$ cat src/irc_tok_pkg.sv
// ----------------------------------------------------------------------------
// irc_tok_pkg
// Shared types and constants of the IRC message tokenizer.
// ----------------------------------------------------------------------------
package irc_tok_pkg;

   localparam int unsigned BYTE_W           = 8;
   localparam int unsigned CLASS_W          = 4;
   localparam int unsigned INDEX_W          = 6;
   localparam int unsigned COUNT_W          = 7;
   localparam int unsigned SOURCE_W         = 2;
   localparam int unsigned MAX_PARAMS_DEF   = 64;

   localparam logic [BYTE_W-1:0] CH_COLON = 8'h3A;
   localparam logic [BYTE_W-1:0] CH_BANG  = 8'h21;
   localparam logic [BYTE_W-1:0] CH_AT    = 8'h40;
   localparam logic [BYTE_W-1:0] CH_SPACE = 8'h20;

   localparam logic [CLASS_W-1:0] CLS_PREFIX_COLON = 4'd0;
   localparam logic [CLASS_W-1:0] CLS_NICK         = 4'd1;
   localparam logic [CLASS_W-1:0] CLS_USER         = 4'd2;
   localparam logic [CLASS_W-1:0] CLS_HOST         = 4'd3;
   localparam logic [CLASS_W-1:0] CLS_PREFIX_SEP   = 4'd4;
   localparam logic [CLASS_W-1:0] CLS_SPACE        = 4'd5;
   localparam logic [CLASS_W-1:0] CLS_COMMAND      = 4'd6;
   localparam logic [CLASS_W-1:0] CLS_PARAM        = 4'd7;
   localparam logic [CLASS_W-1:0] CLS_TRAIL_COLON  = 4'd8;
   localparam logic [CLASS_W-1:0] CLS_TRAIL_TEXT   = 4'd9;

   localparam logic [SOURCE_W-1:0] SRC_PEER  = 2'd0;
   localparam logic [SOURCE_W-1:0] SRC_USER  = 2'd1;
   localparam logic [SOURCE_W-1:0] SRC_OTHER = 2'd2;

   typedef struct packed {
      logic [BYTE_W-1:0]   out_byte;
      logic [CLASS_W-1:0]  field_class;
      logic [INDEX_W-1:0]  param_index;
      logic                field_start;
      logic                message_end;
      logic [SOURCE_W-1:0] source_type;
      logic [COUNT_W-1:0]  param_count;
      logic                no_command;
   } result_type;

endpackage

$ cat src/irc_tok_parser.sv
// ----------------------------------------------------------------------------
// irc_tok_parser
// Per-message state machine; tags the presented byte and advances on a step.
// ----------------------------------------------------------------------------
module irc_tok_parser #(
   parameter int unsigned MAX_PARAMS = irc_tok_pkg::MAX_PARAMS_DEF
) (
   input  logic                              clock,
   input  logic                              reset,
   input  logic                              step,
   input  logic [irc_tok_pkg::BYTE_W-1:0]    data_byte,
   input  logic                              last_byte,
   input  logic                              old_spacing,
   output irc_tok_pkg::result_type           result
);

   typedef enum logic [2:0] {
      PH_START, PH_PREFIX, PH_CMD, PH_PARAM, PH_TRAIL
   } phase_type;

   typedef enum logic [1:0] {
      PART_NICK, PART_USER, PART_HOST
   } part_type;

   localparam logic [irc_tok_pkg::COUNT_W-1:0] COUNT_MAX =
      irc_tok_pkg::COUNT_W'(MAX_PARAMS);
   localparam logic [irc_tok_pkg::COUNT_W-1:0] INDEX_SAT =
      irc_tok_pkg::COUNT_W'((1 << irc_tok_pkg::INDEX_W) - 1);

   phase_type                         phase_ff, phase_in;
   part_type                          part_ff, part_in;
   logic                              prefix_ff, prefix_in;
   logic                              bang_ff, bang_in;
   logic                              at_ff, at_in;
   logic                              begin_ff, begin_in;
   logic [irc_tok_pkg::COUNT_W-1:0]   params_ff, params_in;
   logic                              cmd_ff, cmd_in;

   logic [irc_tok_pkg::CLASS_W-1:0]   cls;
   logic                              fs;
   logic                              sp;
   logic                              count;
   logic [irc_tok_pkg::COUNT_W-1:0]   idx;

   assign sp = (data_byte == irc_tok_pkg::CH_SPACE);

   always_comb begin
      phase_in  = phase_ff;
      part_in   = part_ff;
      prefix_in = prefix_ff;
      bang_in   = bang_ff;
      at_in     = at_ff;
      begin_in  = begin_ff;
      cmd_in    = cmd_ff;
      cls       = irc_tok_pkg::CLS_SPACE;
      fs        = 1'b0;
      count     = 1'b0;
      case (phase_ff)
         PH_START: begin
            if (data_byte == irc_tok_pkg::CH_COLON) begin
               cls       = irc_tok_pkg::CLS_PREFIX_COLON;
               fs        = 1'b1;
               prefix_in = 1'b1;
               phase_in  = PH_PREFIX;
               part_in   = PART_NICK;
               begin_in  = 1'b1;
            end else begin
               cmd_in = 1'b1;
               fs     = 1'b1;
               if (sp) begin
                  phase_in = PH_PARAM;
                  begin_in = 1'b1;
               end else begin
                  cls      = irc_tok_pkg::CLS_COMMAND;
                  phase_in = PH_CMD;
                  begin_in = 1'b0;
               end
            end
         end
         PH_PREFIX: begin
            if (sp) begin
               phase_in = PH_CMD;
               begin_in = 1'b1;
            end else if (part_ff == PART_NICK) begin
               if (data_byte == irc_tok_pkg::CH_BANG && !bang_ff) begin
                  cls      = irc_tok_pkg::CLS_PREFIX_SEP;
                  bang_in  = 1'b1;
                  part_in  = PART_USER;
                  begin_in = 1'b1;
               end else begin
                  cls      = irc_tok_pkg::CLS_NICK;
                  fs       = begin_ff;
                  begin_in = 1'b0;
               end
            end else if (part_ff == PART_USER) begin
               if (data_byte == irc_tok_pkg::CH_AT) begin
                  cls      = irc_tok_pkg::CLS_PREFIX_SEP;
                  at_in    = 1'b1;
                  part_in  = PART_HOST;
                  begin_in = 1'b1;
               end else begin
                  cls      = irc_tok_pkg::CLS_USER;
                  fs       = begin_ff;
                  begin_in = 1'b0;
               end
            end else begin
               cls      = irc_tok_pkg::CLS_HOST;
               fs       = begin_ff;
               begin_in = 1'b0;
            end
         end
         PH_CMD: begin
            if (begin_ff) begin
               if (sp && old_spacing) begin
                  cls = irc_tok_pkg::CLS_SPACE;
               end else if (sp) begin
                  cmd_in   = 1'b1;
                  fs       = 1'b1;
                  phase_in = PH_PARAM;
                  begin_in = 1'b1;
               end else begin
                  cmd_in   = 1'b1;
                  cls      = irc_tok_pkg::CLS_COMMAND;
                  fs       = 1'b1;
                  begin_in = 1'b0;
               end
            end else if (sp) begin
               phase_in = PH_PARAM;
               begin_in = 1'b1;
            end else begin
               cls = irc_tok_pkg::CLS_COMMAND;
            end
         end
         PH_PARAM: begin
            if (begin_ff) begin
               if (sp && old_spacing) begin
                  cls = irc_tok_pkg::CLS_SPACE;
               end else if (sp) begin
                  count = 1'b1;
                  fs    = 1'b1;
               end else if (data_byte == irc_tok_pkg::CH_COLON) begin
                  count    = 1'b1;
                  cls      = irc_tok_pkg::CLS_TRAIL_COLON;
                  fs       = 1'b1;
                  phase_in = PH_TRAIL;
               end else begin
                  count    = 1'b1;
                  cls      = irc_tok_pkg::CLS_PARAM;
                  fs       = 1'b1;
                  begin_in = 1'b0;
               end
            end else if (sp) begin
               begin_in = 1'b1;
            end else begin
               cls = irc_tok_pkg::CLS_PARAM;
            end
         end
         default: begin
            cls      = irc_tok_pkg::CLS_TRAIL_TEXT;
            phase_in = PH_TRAIL;
         end
      endcase
      params_in = (count && params_ff < COUNT_MAX) ? params_ff + 1'b1 : params_ff;
   end

   always_comb begin
      idx = (params_in == '0) ? '0 : params_in - 1'b1;
      if (idx > INDEX_SAT) begin
         idx = INDEX_SAT;
      end
      result.out_byte    = data_byte;
      result.field_class = cls;
      result.field_start = fs;
      result.message_end = last_byte;
      if (cls <= irc_tok_pkg::CLS_PREFIX_SEP || cls == irc_tok_pkg::CLS_COMMAND) begin
         result.param_index = '0;
      end else begin
         result.param_index = idx[irc_tok_pkg::INDEX_W-1:0];
      end
      if (last_byte) begin
         result.source_type = !prefix_in ? irc_tok_pkg::SRC_PEER :
                              (bang_in && at_in) ? irc_tok_pkg::SRC_USER :
                              irc_tok_pkg::SRC_OTHER;
         result.param_count = params_in;
         result.no_command  = !cmd_in;
      end else begin
         result.source_type = irc_tok_pkg::SRC_PEER;
         result.param_count = '0;
         result.no_command  = 1'b0;
      end
   end

   always_ff @(posedge clock) begin
      if (reset || (step && last_byte)) begin
         phase_ff  <= PH_START;
         part_ff   <= PART_NICK;
         prefix_ff <= 1'b0;
         bang_ff   <= 1'b0;
         at_ff     <= 1'b0;
         begin_ff  <= 1'b1;
         params_ff <= '0;
         cmd_ff    <= 1'b0;
      end else if (step) begin
         phase_ff  <= phase_in;
         part_ff   <= part_in;
         prefix_ff <= prefix_in;
         bang_ff   <= bang_in;
         at_ff     <= at_in;
         begin_ff  <= begin_in;
         params_ff <= params_in;
         cmd_ff    <= cmd_in;
      end
   end

endmodule

$ cat src/irc_tok_outreg.sv
// ----------------------------------------------------------------------------
// irc_tok_outreg
// Result register; loads while empty or while its word is being taken.
// ----------------------------------------------------------------------------
module irc_tok_outreg (
   input  logic                      clock,
   input  logic                      reset,
   input  logic                      in_valid,
   output logic                      in_ready,
   input  irc_tok_pkg::result_type   in_data,
   output logic                      out_valid,
   input  logic                      out_ready,
   output irc_tok_pkg::result_type   out_data
);

   logic                     valid_ff;
   irc_tok_pkg::result_type  data_ff;

   assign in_ready  = !valid_ff || out_ready;
   assign out_valid = valid_ff;
   assign out_data  = data_ff;

   always_ff @(posedge clock) begin
      if (reset) begin
         valid_ff <= 1'b0;
      end else if (in_ready) begin
         valid_ff <= in_valid;
      end
   end

   always_ff @(posedge clock) begin
      if (in_valid && in_ready) begin
         data_ff <= in_data;
      end
   end

endmodule

$ cat src/irc_message_tokenizer_top.sv
// ----------------------------------------------------------------------------
// irc_message_tokenizer_top
// Streaming tagger for IRC message lines, one result word per input byte.
// ----------------------------------------------------------------------------
// Usage:
//   req_* carries one character per word, req_tlast on the final one.
//   rsp_* returns the character with its tag, registered, in the cycle after acceptance;
//   the word with rsp_tlast also carries the message summary.
//   csr_* writes old_spacing (csr_data); csr_ready is always high. Write it
//   only while no message is in flight.
//   Throughput is one byte per cycle while the receiver takes every word,
//   set by the parser state update feeding the result register.
//   When the receiver stalls, the result register holds its word and
//   req_tready drops until it is taken; a word is taken and a new one
//   loaded in the same cycle.
//   Reset clears the parser to start of message, old_spacing to 0 and
//   empties the result register.
// ----------------------------------------------------------------------------
module irc_message_tokenizer_top #(
   parameter int unsigned MAX_PARAMS = irc_tok_pkg::MAX_PARAMS_DEF
) (
   input  logic        clock,
   input  logic        reset,
   input  logic        req_tvalid,
   output logic        req_tready,
   input  logic [7:0]  req_tdata,   // data_byte[7:0]
   input  logic        req_tlast,   // last_byte
   output logic        rsp_tvalid,
   input  logic        rsp_tready,
   output logic [31:0] rsp_tdata,   // out_byte[7:0], param_index[13:8],
                                    // field_start[14], source_type[16:15],
                                    // param_count[23:17], no_command[24]
   output logic [3:0]  rsp_tuser,   // field_class[3:0]
   output logic        rsp_tlast,   // message_end
   input  logic        csr_valid,
   output logic        csr_ready,
   input  logic        csr_data     // old_spacing
);

   logic                     old_spacing_ff;
   logic                     step;
   irc_tok_pkg::result_type  tag;
   irc_tok_pkg::result_type  rsp;

   assign csr_ready = 1'b1;
   assign step      = req_tvalid && req_tready;

   always_ff @(posedge clock) begin
      if (reset) begin
         old_spacing_ff <= 1'b0;
      end else if (csr_valid) begin
         old_spacing_ff <= csr_data;
      end
   end

   irc_tok_parser #(
      .MAX_PARAMS (MAX_PARAMS)
   ) u_parser (
      .clock       (clock),
      .reset       (reset),
      .step        (step),
      .data_byte   (req_tdata),
      .last_byte   (req_tlast),
      .old_spacing (old_spacing_ff),
      .result      (tag)
   );

   irc_tok_outreg u_outreg (
      .clock     (clock),
      .reset     (reset),
      .in_valid  (req_tvalid),
      .in_ready  (req_tready),
      .in_data   (tag),
      .out_valid (rsp_tvalid),
      .out_ready (rsp_tready),
      .out_data  (rsp)
   );

   assign rsp_tdata = {7'b0, rsp.no_command, rsp.param_count, rsp.source_type,
                       rsp.field_start, rsp.param_index, rsp.out_byte};
   assign rsp_tuser = rsp.field_class;
   assign rsp_tlast = rsp.message_end;

endmodule

$ cat config.mk
export PLATFORM = sky130hd
export DESIGN_NAME = irc_message_tokenizer_top
export DESIGN_NICKNAME = d
export VERILOG_FILES = /design/src/irc_tok_pkg.sv /design/src/irc_tok_parser.sv /design/src/irc_tok_outreg.sv /design/src/irc_message_tokenizer_top.sv
export SDC_FILE = /design/constraint.sdc
export NUM_CORES = 1
export LEC_CHECK = 0
export ABC_AREA = 1
export ABC_CLOCK_PERIOD_IN_PS = 2100
export BUFFER_PORTS_ARGS = -buffer_cell sky130_fd_sc_hd__buf_4
export CORE_MARGIN = 2
export CORE_UTILIZATION = 40
export DETAILED_ROUTE_END_ITERATION = 8
export SKIP_LAST_GASP = 1
export SLEW_MARGIN = 20
export SYNTH_ARGS = -nofsm -noshare
export SYNTH_HDL_FRONTEND = slang
export SYNTH_SLANG_ARGS = --single-unit
$ cat constraint.sdc
create_clock -name clock -period 2.1 [get_ports clock]
set_input_delay 0.42 -clock clock [delete_from_list [all_inputs] [get_ports clock]]
set_output_delay 0.42 -clock clock [all_outputs]
set_load 0.01 [all_outputs]
Word-level counts from Yosys, hierarchy flattened
Cells that the tools add are included.

word-level totals
  bits in registers = 49
  input bits = 15
  output and inout port bits = 40
  logic and storage cells = 140

cells by class
  add/sub/neg operators = 2
  order comparisons = 3
  eq/ne operators = 20
  multiplexer cells = 75
  reductions and logical operators = 22

operators by type and width
  operator                                                        number
  two-way mux 1 bit                                               36
  two-way mux 3 bit                                               12
  two-way mux 4 bit                                               9
  equality test 8 x 6 -> 1 bit (second input constant)            3
  two-way mux 2 bit                                               9
  one-hot mux 4 bit (4 select lines)                              1
  two-way mux 7 bit                                               2
  AND reduction 7 bit                                             2
  one-hot mux 3 bit (4 select lines)                              1
  equality test 8 x 7 -> 1 bit (second input constant)            1
  != test 2 x 1 -> 1 bit (second input constant)                  4
  adder 7 x 1 -> 7 bit (second input constant)                    1
  greater-than comparator 7 x 6 -> 1 bit (second input constant)  1
  logical NOT 7 bit                                               1
  less-than comparator 7 bit (second input constant)              1
  subtractor 7 x 1 -> 7 bit (second input constant)               1
  equality test 3 x 2 -> 1 bit (second input constant)            2
  logical AND 1 bit                                               6
  two-way mux 6 bit                                               1
  != test 2 bit (second input constant)                           3
  != test 3 x 1 -> 1 bit (second input constant)                  2
  != test 3 bit (second input constant)                           2
  equality test 4 x 3 -> 1 bit (second input constant)            1
  <= comparator 4 x 3 -> 1 bit (second input constant)            1
  other kinds (14)                                                19

Depth between registers and ports, before layout
  word-level depth = 11
  depth in mapped cells = 15

Cells and area by module
Synthesis repeated with hierarchy kept, for this count alone.

unflattened totals
  cells, all modules = 338
  area, all modules = 2850.2 um^2

modules (own cells, without submodules)
  module                     instances  cells each  area each (um^2)  seq. area each (um^2)
  irc_tok_parser             1          283         1781.7            340.3
  irc_tok_outreg             1          36          948.4             920.9
  irc_message_tokenizer_top  1          19          120.1             20.0

Worst setup path before layout
No wires, ideal clock.

  path kind = input to register
  start point = input port rsp_tready
  end point = register u_parser.params_ff[1] (netlist name)
  data arrival time = 1955 ps
  required time = 1977 ps
  path slack = 23 ps
  stages = 6
  path buffers = 0
  cells stage by stage = inv_1 > nand2_1 > nand2_1 > clkinv_1 > o211ai_1 > inv_1

on the way
  longest elaborated chain between the ends = 4

ends and longest elaborated chain
  what                   RTL line                         source
  start, declared        irc_message_tokenizer_top.sv:29  input logic rsp_tready,
  logical OR 1 bit (*)   irc_tok_outreg.sv:19             assign in_ready = !valid_ff || out_ready;
  named net req_tready   irc_message_tokenizer_top.sv:25  output logic req_tready,
  logical AND 1 bit (*)  irc_message_tokenizer_top.sv:46  assign step = req_tvalid && req_tready;
  named net step         irc_message_tokenizer_top.sv:41  logic step;
  logical AND 1 bit      irc_tok_parser.sv:194            if (reset || (step && last_byte)) begin
  logical OR 1 bit       irc_tok_parser.sv:194
  end signal, assigned   irc_tok_parser.sv:210            params_ff <= params_in;
  end, declared          irc_tok_parser.sv:36             logic [irc_tok_pkg::COUNT_W-1:0] params_ff, params_in;

The timed path passes the listed nets; every way through them passes the cells marked *.
A chain may end at the register's enable or synchronous reset.

Worst setup path after layout
  start point = register u_parser.params_ff[0] (netlist name)
  end point = register u_outreg.data_ff, in the netlist u_outreg.out_data[16] (data pin)

on the way
  longest elaborated chain between the ends = 7
  elaborated cells on any way between the ends = 9
  those cells by class = add/sub (2); order compare (2); mux (3); reduce/logical (2)

ends and longest elaborated chain
  what                                                            RTL line               source
  less-than comparator 7 bit                                      irc_tok_parser.sv:163  params_in = (count && params_ff < COUNT_MAX) ? params_ff + 1'b1 : params_ff;
  logical AND 1 bit                                               irc_tok_parser.sv:163
  two-way mux 7 bit (*)                                           irc_tok_parser.sv:163
  subtractor 7 x 1 -> 7 bit or logical NOT 7 bit (tied branches)  irc_tok_parser.sv:167  idx = (params_in == '0) ? '0 : params_in - 1'b1;
  two-way mux 7 bit (*)                                           irc_tok_parser.sv:167
  greater-than comparator 7 x 6 -> 1 bit                          irc_tok_parser.sv:168  if (idx > INDEX_SAT) begin
  two-way mux 6 bit (*)                                           irc_tok_parser.sv:168
  end signal, assigned                                            irc_tok_outreg.sv:33   data_ff <= in_data;
  end, declared                                                   irc_tok_outreg.sv:17   irc_tok_pkg::result_type data_ff;

Every way passes the cells marked *; elsewhere a longest branch is shown, timed or not.

==> reports/qor.csv <==
metric;value;unit
clk root buf;clkbuf_8;
initial antenna violation count;0;
vias per std cell;4.70;
die height;85.4;um
P_int;1.63;mW
final worst slack;0.0569;ns
Synth Instances;311;
most common cell in the netlist;nand2_1;
wire per inst;12.1;um
Data required, critical path;2.16;ns
final hold violation count;0;
GP Congestion;0.898;
min Tclk post-route;2.04;ns
Post-Synthesis Cell Area;2650;um^2
CP max stage cell;dfxtp_2;
Synth Register Bits;49;
vias in the first global route;2031;
# rows;29;
Post-Synth XOR/XNOR Area;0.00991;
Unique masters post-synth;38;
biggest area consumer among synthesized cells;edfxtp_1;
Critical Path AT;2.10;ns
Post-synth ARST share;0;
Layout area overhead;36.1;%
Min-Delay Startpoint;reset;
Comb pwr share;0.195;
total number of vias;2305;
CP startpoint kind;flip-flop;
clock latency on the worst-skew pair;0.30;ns
Setup CP Type;reg2reg;
post-place setup slack;-0.166;ns
reg2reg path depth;12;
sw frac;0.264;
Fin Setup TNS;0;ns
# nets final;429;
R2R Path Start;u_parser.params_ff[0];
drt first pass iters;5;
crit-path max cell delay;0.38;ns
sequential power share;0.499;
Max Cap Viol;0;
period utilization;0.973;
CTS Sinks;49;
H-Tree Depth;2;
CORE AREA;6390;um^2
Syn Area/Cell;8.53;um^2
WHS Path Cells;2;
final std cells w/o fill;490;
worst path cell trace;ha_4, nand3_2, nor2_2, nand4_1, a21oi_4, nand2_2, nor2_4, nand2_2, nand2_1, nand2_1, nand2_2, nand2_1;
largest cells by area after synthesis;edfxtp_1 34%, dfxtp_1 14%, nand2_1 7.5%, inv_1 7.4%, nand3_1 3.8%;
final instance area;3610;um^2
clk_skew;0.00518;ns
Peak Freq;489;MHz
post-synthesis sequential area ratio;0.483;
Antenna diodes;0;
post-synthesis compound-gate area fraction;0.109;
Leakage;1.82;nW
VDD IR max;0.000324;V
Synth Flop Type;edfxtp_1;
Total GRT Usage;0.161;
die area;7300;um^2
Commonest cells post-synth;53 x nand2_1, 52 x inv_1, 30 x edfxtp_1;
DP HPWL;4.38;mm
CP top delay family;simple AND/OR/NAND/NOR gates;
post-synthesis simple-gate area fraction;0.275;
adder-cell share of the synthesized area;0.00944;
Reg2Reg Capture Point;u_outreg.out_data[16];
top-area cell type share of the netlist area;0.340;
Tightest Hold Check Type;in2reg;
DP Area;3380;um^2
Inserted Clock Buffers;5;
yosys warns;0;
P_sw;0.585;mW
DP Cell Count;473;
count of input and output buffers;46;
I/O pins;55;
CP max FO;4;
main combinational cell family by area after synthesis;simple AND/OR/NAND/NOR gates;
drt initial violations;116;
crit end category;flip-flop;
Post-synth EDFFs;30;
Worst Path Buf+Inv;0;
CTS clk-pin slew, worst paths;0.09;ns
Final ANT Viol Nets;0;
final setup violation count;0;
first-pass GRT wire length;9.31;mm
outcome;completed;
worst hold endpoint;u_outreg.out_valid;
power share of the clock group;0.307;
pwr dens;615;nW/um^2
fraction of layout cells with a size suffix above 1;0.373;
Max Slew Vio Count;0;
largest net degree at the start of global routing;39;
Die Width;85.4;um
Initial Utilization;0.415;
Pwr Total;2.22;mW
multiplexer share of the synthesized area;0;
Longest Clk Path Bufs;2;
internal reg-to-reg setup slack;0.06;ns
Total Wirelength;5.94;mm
grt ovf;0;
TritonCTS clock tree;yes;
DRC viols;0;
[area by class of cell]
cell class              instances  area (um^2)
clock buffers                   6         72.6
clock inverters                 2         35.0
fillers                       611         2780
inverters                      60          225
multi-input cells             198         1140
flip-flops and latches         49         1290
well taps                      77         96.3
repair buffers                 98          748
[routing by layer]
layer	part of all wire	GRT usage	up-vias	wire length [um]
li1	-	-	1197	-
met1	0.48	0.228	1030	2830
met2	0.45	0.250	71	2670
met3	0.061	0.0272	7	364
met4	0.012	0.0519	0	74
met5	0	0	-	0
[power groups by stage]
stage,clock (mW),combinational [mW],sequential [mW]
floorplan,0,0.210,1.14
CTS,0.689,0.417,1.10
global placement,0,0.413,1.12
finish,0.680,0.432,1.11
global route,0.732,0.478,1.11
detailed placement,0,0.416,1.13
[cell usage in the layout (no fill, tap or decap), types with 2 or more instances in the layout]
| master | Yosys | routed |
|---|---|---|
| buf_4 | 8 | 97 |
| inv_1 | 52 | 52 |
| nand2_1 | 53 | 51 |
| edfxtp_1 | 30 | 30 |
| nor2_1 | 26 | 25 |
| nand3_1 | 20 | 19 |
| a21oi_1 | 15 | 15 |
| dfxtp_1 | 19 | 14 |
| nand2_2 | 11 | 13 |
| o21ai_0 | 13 | 13 |
| conb_1 | 2 | 8 |
| nor2_4 | 5 | 6 |
| nor3_1 | 7 | 6 |
| inv_2 | 5 | 5 |
| nand4_1 | 5 | 5 |
| clkbuf_8 | 0 | 5 |
| dfxtp_2 | 0 | 5 |
| nor2_2 | 4 | 4 |
| o211ai_1 | 4 | 4 |
| clkinv_1 | 3 | 3 |
| xor2_1 | 3 | 3 |
| nand3_4 | 2 | 2 |
| nor3_2 | 1 | 2 |
| a21oi_2 | 2 | 2 |
| o21ai_2 | 2 | 2 |
| o211a_1 | 2 | 2 |
| o21ai_1 | 2 | 2 |
[per-stage QoR]
step	hold WS [ns]	util
2_1_floorplan	0.453	-
3_3_place_gp	0.472	0.530
3_5_place_dp	0.477	0.530
4_1_cts	0.259	0.546
5_1_grt	0.262	0.565
6_report	0.264	0.565
[what timing repair did]
action,CTS,global route
hold buffers,0,0
buffers inserted,0,9
endpoints found under the setup margin,0,6
gates resized for setup,0,14
[worst max path at each step]
stage	cells after the start	end	start	slack, ns
after floorplan	6	u_parser.params_ff[1]	rsp_tready	0.02
after global placement	16	u_outreg.out_data[13]	req_tdata[7]	-0.11
after detailed placement	16	u_outreg.out_data[14]	req_tdata[6]	-0.17
after CTS	12	u_outreg.out_data[16]	u_parser.params_ff[1]	0.02
after global routing	12	u_outreg.out_data[16]	u_parser.params_ff[0]	-0.08
final	12	u_outreg.out_data[16]	u_parser.params_ff[0]	0.06
[worst reg2reg max path, delay by kind of cell (launching register included)]
kind	cells	cell delay, ns
compound gates	1	0.25
fa+ha+maj	1	0.15
simple gates	10	1.00
flops	1	0.38
[kinds of logic (layout without fill, tap and decap cells)]
| group | Yosys count | after routing |
|---|---|---|
| AND/OR/NAND/NOR | 140 | 140 |
| buffers and inverters | 70 | 166 |
| flip-flops | 49 | 49 |
| AO/OA/AOI/OAI | 45 | 45 |
| XOR/XNOR | 3 | 3 |
| adder cells (fa/ha/maj) | 2 | 2 |
| other | 2 | 8 |
[state kept, by name (all words and copies together) (netlist names)]
name                count
u_parser.prefix_ff      1
u_parser.params_ff      7
u_outreg.out_data      30
u_parser.part_ff        2
u_outreg.out_valid      1
old_spacing_ff          1
u_parser.bang_ff        1
u_parser.begin_ff       1
u_parser.phase_ff       3
u_parser.at_ff          1
u_parser.cmd_ff         1
No activity file was read; power rests on OpenSTA's default activity.
